[src/hdl/spq_pkg.sv]
package spq_pkg;

	// Queue geometry
	localparam int CAPACITY   = 16;
	localparam int PRIO_BITS  = 16;
	localparam int VALUE_BITS = 32;
	localparam int CNT_W      = $clog2(CAPACITY + 1);

	// Action codes carried on the input tuser
	localparam logic ACT_PUSH = 1'b0;
	localparam logic ACT_POP  = 1'b1;

	// Result status codes
	localparam logic [1:0] ST_OK    = 2'd0;
	localparam logic [1:0] ST_EMPTY = 2'd1;
	localparam logic [1:0] ST_FULL  = 2'd2;

	// Value reported for front and back of an empty queue
	localparam logic [VALUE_BITS-1:0] INT_MIN = {1'b1, {(VALUE_BITS-1){1'b0}}};

	typedef struct packed {
		logic [VALUE_BITS-1:0] value;
		logic [PRIO_BITS-1:0]  prio;
	} entry_t;

	typedef struct packed {
		logic push;
		logic pop;
	} cell_ctrl_t;

endpackage

[src/hdl/spq_cell.sv]
module spq_cell
	import spq_pkg::*;
(
	input  logic       clk,
	input  cell_ctrl_t ctrl,
	input  entry_t     new_entry,
	input  entry_t     prev_entry,
	input  logic       prev_keep,
	input  entry_t     next_entry,
	input  logic       occ,
	output entry_t     entry,
	output entry_t     entry_nxt,
	output logic       keep
);

	entry_t entry_q;

	assign entry = entry_q;

	// Hold this slot on a push when it ranks at or above the new entry
	assign keep = occ && (entry_q.prio >= new_entry.prio);

	// Insert, shift back on push; shift forward on pop
	always_comb begin
		entry_nxt = entry_q;
		if (ctrl.push) begin
			if (keep)
				entry_nxt = entry_q;
			else if (prev_keep)
				entry_nxt = new_entry;
			else
				entry_nxt = prev_entry;
		end else if (ctrl.pop) begin
			entry_nxt = next_entry;
		end
	end

	always_ff @(posedge clk) begin
		entry_q <= entry_nxt;
	end

endmodule

[src/hdl/sorted_priority_queue.sv]
// Output: a result appears on the master side in the cycle after its item is taken.
// Throughput: one push or pop per cycle while the master side takes every result;
// every slot cell compares and shifts in parallel, and a result that waits in the
// output register holds off the next item until it drains.
// Reset: arst_n clears the entry count and the output valid; slot contents are
// left as they are and only occupied slots are ever read.
module sorted_priority_queue
	import spq_pkg::*;
(
	input  logic         clk,
	input  logic         arst_n,
	input  logic         s_axis_tvalid,
	output logic         s_axis_tready,
	input  logic [47:0]  s_axis_tdata,  // item_value[31:0], item_priority[47:32]
	input  logic [0:0]   s_axis_tuser,  // action[0]
	output logic         m_axis_tvalid,
	input  logic         m_axis_tready,
	output logic [103:0] m_axis_tdata   // popped_value[31:0], front_value[63:32],
	                                    // back_value[95:64], entry_count[100:96],
	                                    // status[102:101], zero pad[103]
);

	logic [CNT_W-1:0]      count_q;
	logic [CNT_W-1:0]      count_nxt;
	logic [VALUE_BITS-1:0] back_q;
	logic [VALUE_BITS-1:0] back_nxt;

	logic                  out_valid_q;
	logic [31:0]           out_popped_q;
	logic [31:0]           out_front_q;
	logic [31:0]           out_back_q;
	logic [4:0]            out_count_q;
	logic [1:0]            out_status_q;

	logic                  accept;
	logic                  is_pop;
	logic                  do_push;
	logic                  do_pop;
	logic                  at_end;
	logic [1:0]            status;
	cell_ctrl_t            ctrl;
	entry_t                new_entry;

	entry_t                cell_entry [CAPACITY];
	entry_t                cell_nxt   [CAPACITY];
	logic [CAPACITY-1:0]   cell_keep;
	logic [CAPACITY-1:0]   cell_occ;

	// Take an item whenever the result register is free or draining
	assign s_axis_tready = !out_valid_q || m_axis_tready;
	assign accept        = s_axis_tvalid && s_axis_tready;
	assign is_pop        = (s_axis_tuser[0] == ACT_POP);

	assign new_entry.value = s_axis_tdata[31:0];
	assign new_entry.prio  = s_axis_tdata[32 +: PRIO_BITS];

	assign do_push  = accept && !is_pop && (count_q < CNT_W'(CAPACITY));
	assign do_pop   = accept && is_pop && (count_q != '0);
	assign ctrl.push = do_push;
	assign ctrl.pop  = do_pop;

	// Row of slot cells, front at index 0
	for (genvar i = 0; i < CAPACITY; i++) begin : g_cell
		entry_t prev_e;
		entry_t next_e;
		logic   prev_k;

		assign cell_occ[i] = (CNT_W'(i) < count_q);

		if (i == 0) begin : g_first
			assign prev_e = new_entry;
			assign prev_k = 1'b0;
		end else begin : g_mid
			assign prev_e = cell_entry[i-1];
			assign prev_k = cell_keep[i-1];
		end

		if (i == CAPACITY - 1) begin : g_last
			assign next_e = cell_entry[i];
		end else begin : g_inner
			assign next_e = cell_entry[i+1];
		end

		spq_cell u_cell (
			.clk        (clk),
			.ctrl       (ctrl),
			.new_entry  (new_entry),
			.prev_entry (prev_e),
			.prev_keep  (prev_k),
			.next_entry (next_e),
			.occ        (cell_occ[i]),
			.entry      (cell_entry[i]),
			.entry_nxt  (cell_nxt[i]),
			.keep       (cell_keep[i])
		);
	end

	// New entry lands at the tail when every occupied slot keeps its place
	assign at_end = &(cell_keep | ~cell_occ);

	always_comb begin
		count_nxt = count_q;
		back_nxt  = back_q;
		if (do_push) begin
			count_nxt = count_q + CNT_W'(1);
			if (at_end)
				back_nxt = new_entry.value;
		end else if (do_pop) begin
			count_nxt = count_q - CNT_W'(1);
		end
	end

	always_comb begin
		status = ST_OK;
		if (accept && is_pop && !do_pop)
			status = ST_EMPTY;
		else if (accept && !is_pop && !do_push)
			status = ST_FULL;
	end

	// Advance occupancy and tail tracking
	always_ff @(posedge clk or negedge arst_n) begin
		if (!arst_n) begin
			count_q <= '0;
		end else begin
			count_q <= count_nxt;
		end
	end

	always_ff @(posedge clk) begin
		back_q <= back_nxt;
	end

	// Result register: load on input transfer, drop on output transfer
	always_ff @(posedge clk or negedge arst_n) begin
		if (!arst_n) begin
			out_valid_q <= 1'b0;
		end else if (accept) begin
			out_valid_q <= 1'b1;
		end else if (m_axis_tready) begin
			out_valid_q <= 1'b0;
		end
	end

	always_ff @(posedge clk) begin
		if (accept) begin
			out_popped_q <= do_pop ? cell_entry[0].value : '0;
			out_front_q  <= (count_nxt == '0) ? INT_MIN : cell_nxt[0].value;
			out_back_q   <= (count_nxt == '0) ? INT_MIN : back_nxt;
			out_count_q  <= 5'(count_nxt);
			out_status_q <= status;
		end
	end

	assign m_axis_tvalid = out_valid_q;
	assign m_axis_tdata  = {1'b0, out_status_q, out_count_q, out_back_q,
	                        out_front_q, out_popped_q};

endmodule

[config.mk]
export PLATFORM = sky130hd
export DESIGN_NAME = sorted_priority_queue
export DESIGN_NICKNAME = d
export VERILOG_FILES = /design/src/hdl/spq_pkg.sv /design/src/hdl/spq_cell.sv /design/src/hdl/sorted_priority_queue.sv
export SDC_FILE = /design/constraint.sdc
export NUM_CORES = 2
export LEC_CHECK = 0
export BUFFER_PORTS_ARGS = -buffer_cell sky130_fd_sc_hd__buf_2
export CORE_ASPECT_RATIO = 1.75
export CORE_MARGIN = 10
export CORE_UTILIZATION = 35
export CTS_CLUSTER_SIZE = 25
export DETAILED_ROUTE_END_ITERATION = 8
export SLEW_MARGIN = 0
export SYNTH_ARGS = -nofsm -noshare
export SYNTH_HDL_FRONTEND = slang
export SYNTH_SLANG_ARGS = --single-unit
[constraint.sdc]
create_clock -name clk -period 8.2 [get_ports clk]
set_clock_uncertainty 0.2 [all_clocks]
set_input_delay 1.64 -clock clk [delete_from_list [all_inputs] [get_ports clk]]
set_output_delay 1.64 -clock clk [all_outputs]
set_load 0.03 [all_outputs]
* After elaboration in Yosys (flattened, before gate mapping)
Cells that the tools add are included.
** Storage, ports and cells
- Flip-flop bits (word level) :: 909
- Input port bits :: 53
- Output and inout port bits :: 106
- Logic and storage cells :: 209
** Operators by class
- Add/subtract/negate cells :: 2
- $lt $le $gt $ge :: 33
- Equality and inequality tests :: 15
- Muxes and demuxes :: 67
- Bitwise gates (word level) :: 3
- Reductions and logical operators :: 49
** Operators by type and width (count)
- $mux W48 :: 60
- $ge A16 B16 Y1 :: 16
- $mux W32 :: 2
- $lt A4 B5 Y1 const A :: 8
- $reduce_and A2 Y1 :: 16
- $ne A2 B2 Y1 const B :: 15
- $logic_and A1 B1 Y1 :: 23
- $lt A3 B5 Y1 const A :: 4
- $not A16 Y16 :: 1
- $or A16 B16 Y16 :: 1
- $reduce_and A16 Y1 :: 1
- $lt A1 B5 Y1 const A :: 2
- $lt A2 B5 Y1 const A :: 2
- $mux W5 :: 2
- $add A5 B1 Y5 const B :: 1
- $logic_not A5 Y1 :: 1
- $lt A5 B5 Y1 const B :: 1
- $reduce_bool A5 Y1 :: 1
- $sub A5 B1 Y5 const B :: 1
- $logic_not A1 Y1 :: 4
- $reduce_bool A2 Y1 :: 2
- $mux W1 :: 2
- $mux W2 :: 1
- $logic_or A1 B1 Y1 :: 1
- $not A1 Y1 :: 1

* Longest topological paths before layout
- Depth after elaboration :: 8
- Gate-level depth with buffers :: 14

* Modules after synthesis
From an unflattened synthesis, not the netlist that was laid out.
** Unflattened totals
- Cell total of the unflattened synthesis :: 6870
- Area total of the unflattened synthesis :: 67228.2 um^2
** Modules (own cells, without submodules)
- spq_cell at g_cell[1].u_cell ... :: times used 9, cells each 427, area each 3930.0 um^2, sequential area each 960.9 um^2
- spq_cell at g_cell[0].u_cell ... :: times used 7, cells each 379, area each 3757.4 um^2, sequential area each 960.9 um^2
- sorted_priority_queue :: times used 1, cells each 374, area each 5556.6 um^2, sequential area each 3883.7 um^2

* Worst setup path after synthesis
OpenSTA, ideal clock, no wires.
- Kind :: input -> register
- Start point :: in m_axis_tready
- End point :: reg g_cell[14].u_cell.entry_q, in the netlist g_cell[14].u_cell.entry[0] (enable)
- Setup time :: 0.520 ns
- Data arrival time :: 9.914 ns
- Data required time :: 7.480 ns
- Path slack :: -2.434 ns
- Stages :: 9
- Path buffers :: 5
- Path through :: nand2b_1 > and2_0 > clkbuf_1 > nand2_1 > clkbuf_1 > clkbuf_1 > clkbuf_1 > clkbuf_1 > o21ai_0
** On the way
- Word-level cells in the longest chain between the ends :: 6
- Elaborated cells on any way between the ends :: 9
** RTL lines
- start: declaration :: RTL line sorted_priority_queue.sv:17 : input logic m_axis_tready,
- $logic_or A1 B1 Y1 * :: RTL line sorted_priority_queue.sv:50 : assign s_axis_tready = !out_valid_q || m_axis_tready;
- $logic_and A1 B1 Y1 * :: RTL line sorted_priority_queue.sv:51 : assign accept = s_axis_tvalid && s_axis_tready;
- named net accept :: RTL line sorted_priority_queue.sv:35 : logic accept;
- $logic_and A1 B1 Y1 (on tied branches) (2 in a row) :: RTL line sorted_priority_queue.sv:57, sorted_priority_queue.sv:58
- $ne A2 B2 Y1 (no source line) or $reduce_bool A2 Y1 (tied branches)
- $reduce_and A2 Y1 (no source line) *
- end signal: assignment :: RTL line spq_cell.sv:39 : entry_q <= entry_nxt;
- end: declaration :: RTL line spq_cell.sv:16 : entry_t entry_q;
The timed path passes the listed nets; every way through them passes the cells marked *.
A chain may end at the register's enable or synchronous reset.

* Final worst setup path
- Start point :: in s_axis_tdata[46]
- End point :: reg out_back_q[20], data pin
** On the way
- Word-level cells in the longest chain between the ends :: 6
- Elaborated cells on any way between the ends :: 36
** RTL lines
- start: declaration :: RTL line sorted_priority_queue.sv:14 : input logic [47:0] s_axis_tdata,
- $ge A16 B16 Y1 :: RTL line spq_cell.sv:21 : assign keep = occ && (entry_q.prio >= new_entry.prio);
- $logic_and A1 B1 Y1 :: RTL line spq_cell.sv:21
- $or A16 B16 Y16 * :: RTL line sorted_priority_queue.sv:99 : assign at_end = &(cell_keep | ~cell_occ);
- $reduce_and A16 Y1 * :: RTL line sorted_priority_queue.sv:99
- $mux W32 * :: RTL line sorted_priority_queue.sv:106 : if (at_end)
- $mux W32 * :: RTL line sorted_priority_queue.sv:104 : if (do_push) begin
- end signal: assignment :: RTL line sorted_priority_queue.sv:149 : out_back_q <= (count_nxt == '0) ? INT_MIN : back_nxt;
- end: declaration :: RTL line sorted_priority_queue.sv:31 : logic [31:0] out_back_q;
Every way passes the cells marked *; elsewhere a longest branch is shown, timed or not.

==> flow_summary.ini <==
[run_status]
status = finished, final reports clean

[synthesis]
synthSimpleGateAreaFrac_pct = 9.96
async_flop_share_pct = 0.660
ys_types = 62
synthMuxAreaShare_pct = 12.9
syn_area_um2 = 48600
synth_compound_area_share_pct = 12.8
synth_seq_area_share_pct = 54.8
synth_edf_count = 839
synth-main-ff-cell = edfxtp_1
syn_area_per_cell_um2 = 10.9
syn_inst = 4468
synth.area.top_cells = edfxtp_1, mux2i_1, o21ai_0
synth_top_area_share_pct = 51.8
ys_ff_latch = 909
synth.top_cells.by_count = edfxtp_1, nand2_1, o21ai_0
synthAdderAreaFrac_pct = 6.28
syn-num-nets = 4764
yosys.area.top_type = edfxtp_1
synthXorXnorAreaFrac_pct = 0.0541
synth_top_family_by_area = multiplexers
yosysMostFrequentCell = edfxtp_1
yosysWarnings = 0

[sta]
setup_viol = 0
setup_ws_ns = 1.49
slew_headroom_pct = 17.3
grt_setup_unrepaired = no
final.min_clock_period_ns = 6.71
drv_slew = 0
final_hold_viol_count = 0
fin_tns_setup_ns = 0
worst_pin_slew_ns = 1.24
timing.final.crit_share_pct = 81.9
fmax_mhz = 149

[route]
ant_nets = 0
viasPerCell = 5.54
drc = 0
wirelength_um = 158000
dr.pass1.iters = 6
drt-initial-drc-count = 3045
wl_per_cell_um = 24.8
dr_total_vias = 35100

[worst_setup_path]
reg2reg_from = g_cell[0].u_cell.entry[13]
cp_max_fo = 20
worstSetupStartpointType = primary input
worstSetupEndpointType = flip-flop
rr_endpoint = out_back_q[20]
crit_type = in2reg
rrSetupSlack_ns = 2.90
r2r_cells = 11
critPathArrivalTime_ns = 6.96
worstPathRequired_ns = 8.45

[grt]
grt_overflow = 0
grt_pass1_vias = 35000
antenna_found_initial = 7
grt_max_degree = 269
gr-usage-all-layers_pct = 19.9
grt_pass1_wl_um = 233000

[placed_design]
dp.cells = 6160
port_buffers = 157
placed_cell_area_um2 = 51400
gp_congestion = 0.889
post-place-ws_ns = 0.844
place_hpwl_um = 102000

[floorplanning]
io_pins = 159
start_util_pct = 35.3
fp.dieW_um = 302
die-area_um2 = 155000
rows = 180
core_area_um2 = 138000
fp.dieH_um = 513

[clock_tree]
post-cts-setup-buffers = 0
root_buffer = clkbuf_16
cts_tree = done
cts_buffers = 94
h-tree-depth = 3
ctsHoldBuffers = 0
cts_resized = 0
clk_pin_slew_ns = 0.06
worstSkewPairLatency_ns = 0.72
cts.sinks = 909
clock_path_buffers = 3

[hold_path]
holdPathStages = 2
hold_path_end = back_q[24]
min_from = back_q[24]
hold_class = reg2reg

[power]
power_uw = 16100
p_leak_uw = 0.0217
power_density_nw_per_um2 = 296
irDropWorstVdd_mv = 0.202

[flow_run]
maxCapViolations = 0

[layout]
nets = 4732
final_cells = 6340
layout-drive-gt1-share_pct = 11.3
fin_area_um2 = 54600
syn_to_final_growth_pct = 12.3
==> sequential cells by signal (all words and copies together), names as in the netlist <==
signal	flops
g_cell.u_cell.entry	768
out_count_q	5
out_front_q	32
count_q	5
out_status_q	2
out_back_q	32
out_popped_q	32
m_axis_tvalid	1
back_q	32
==> through the flow <==
step / hold WS (ns) / util (%)
2_1_floorplan: 0.237 / -
3_3_place_gp: 0.242 / 37.3
3_5_place_dp: 0.251 / 37.3
4_1_cts: 0.261 / 39.6
5_1_grt: 0.268 / 39.6
6_report: 0.257 / 39.6
==> area by class of cell <==
class | instances | area (µm²)
antenna | 5 | 12.5
clock buffer | 132 | 2670
clock inverter | 43 | 498
fill | 13400 | 83300
inverter | 37 | 139
multi-input combinational | 3151 | 20700
sequential | 909 | 26600
tap | 1820 | 2280
timing repair buffer | 243 | 1660
==> cell usage in the layout, fill, tap and decap left out, types with 21 or more instances in the layout <==
cell | Yosys | layout
o22ai_1 | 35 | 35
o31ai_2 | 30 | 30
buf_2 | 18 | 157
clkbuf_1 | 313 | 25
a21oi_1 | 196 | 193
clkinv_1 | 15 | 22
o21ai_0 | 732 | 721
mux2_2 | 47 | 47
mux2i_1 | 575 | 575
nor2_1 | 200 | 196
and2_1 | 33 | 32
ha_1 | 243 | 243
inv_1 | 22 | 21
nand2_1 | 774 | 764
clkbuf_16 | 0 | 98
buf_4 | 4 | 68
nand4_1 | 57 | 57
a21o_1 | 50 | 49
edfxtp_1 | 839 | 839
nor3_1 | 42 | 42
dfxtp_1 | 64 | 64
==> routing by layer <==
| metal | global-route usage (%) | share of wire (%) |
|---|---|---|
| met1 | 24.5 | 40 |
| met2 | 34.2 | 50 |
| met3 | 2.28 | 5.0 |
| met4 | 9.45 | 4.8 |
| met5 | 0 | 0.0095 |
==> power breakdown <==
part           switching (µW)  internal, µW  total, µW
clock network            1990          2520       4510
registers                 565          6210       6770
logic                    3220          1620       4850
==> worst max path at each step <==
stage / depth (start not counted) / start / to / slack (ns)
after floorplan: 9 / m_axis_tready / g_cell[14].u_cell.entry[0] / 0.64
after global placement: 13 / s_axis_tdata[46] / out_back_q[14] / 0.85
after detailed placement: 13 / s_axis_tdata[46] / out_back_q[20] / 0.84
after CTS: 13 / s_axis_tdata[46] / out_back_q[25] / 1.59
after global routing: 13 / s_axis_tdata[46] / out_back_q[31] / 1.43
final: 13 / s_axis_tdata[46] / out_back_q[20] / 1.49
==> kinds of logic after synthesis <==
family          Yosys count
simple gates           1166
compound gates         1115
flops                   909
mux                     622
buf+inv                 408
fa+ha+maj               244
xor+xnor                  3
other cells               1
==> worst max-delay path, cell delays in order <==
cell,delay [ns]
buf_2,0.22
clkinv_1,0.50
ha_1,0.55
nand4_1,0.17
nor3_1,0.90
o2111ai_1,0.52
nand3_1,0.32
a22o_1,0.18
o2111ai_1,0.21
or4_2,0.96
buf_4,0.38
o31ai_2,0.25
a21oi_1,0.11
Note: power is estimated with default switching activity, not from simulation.
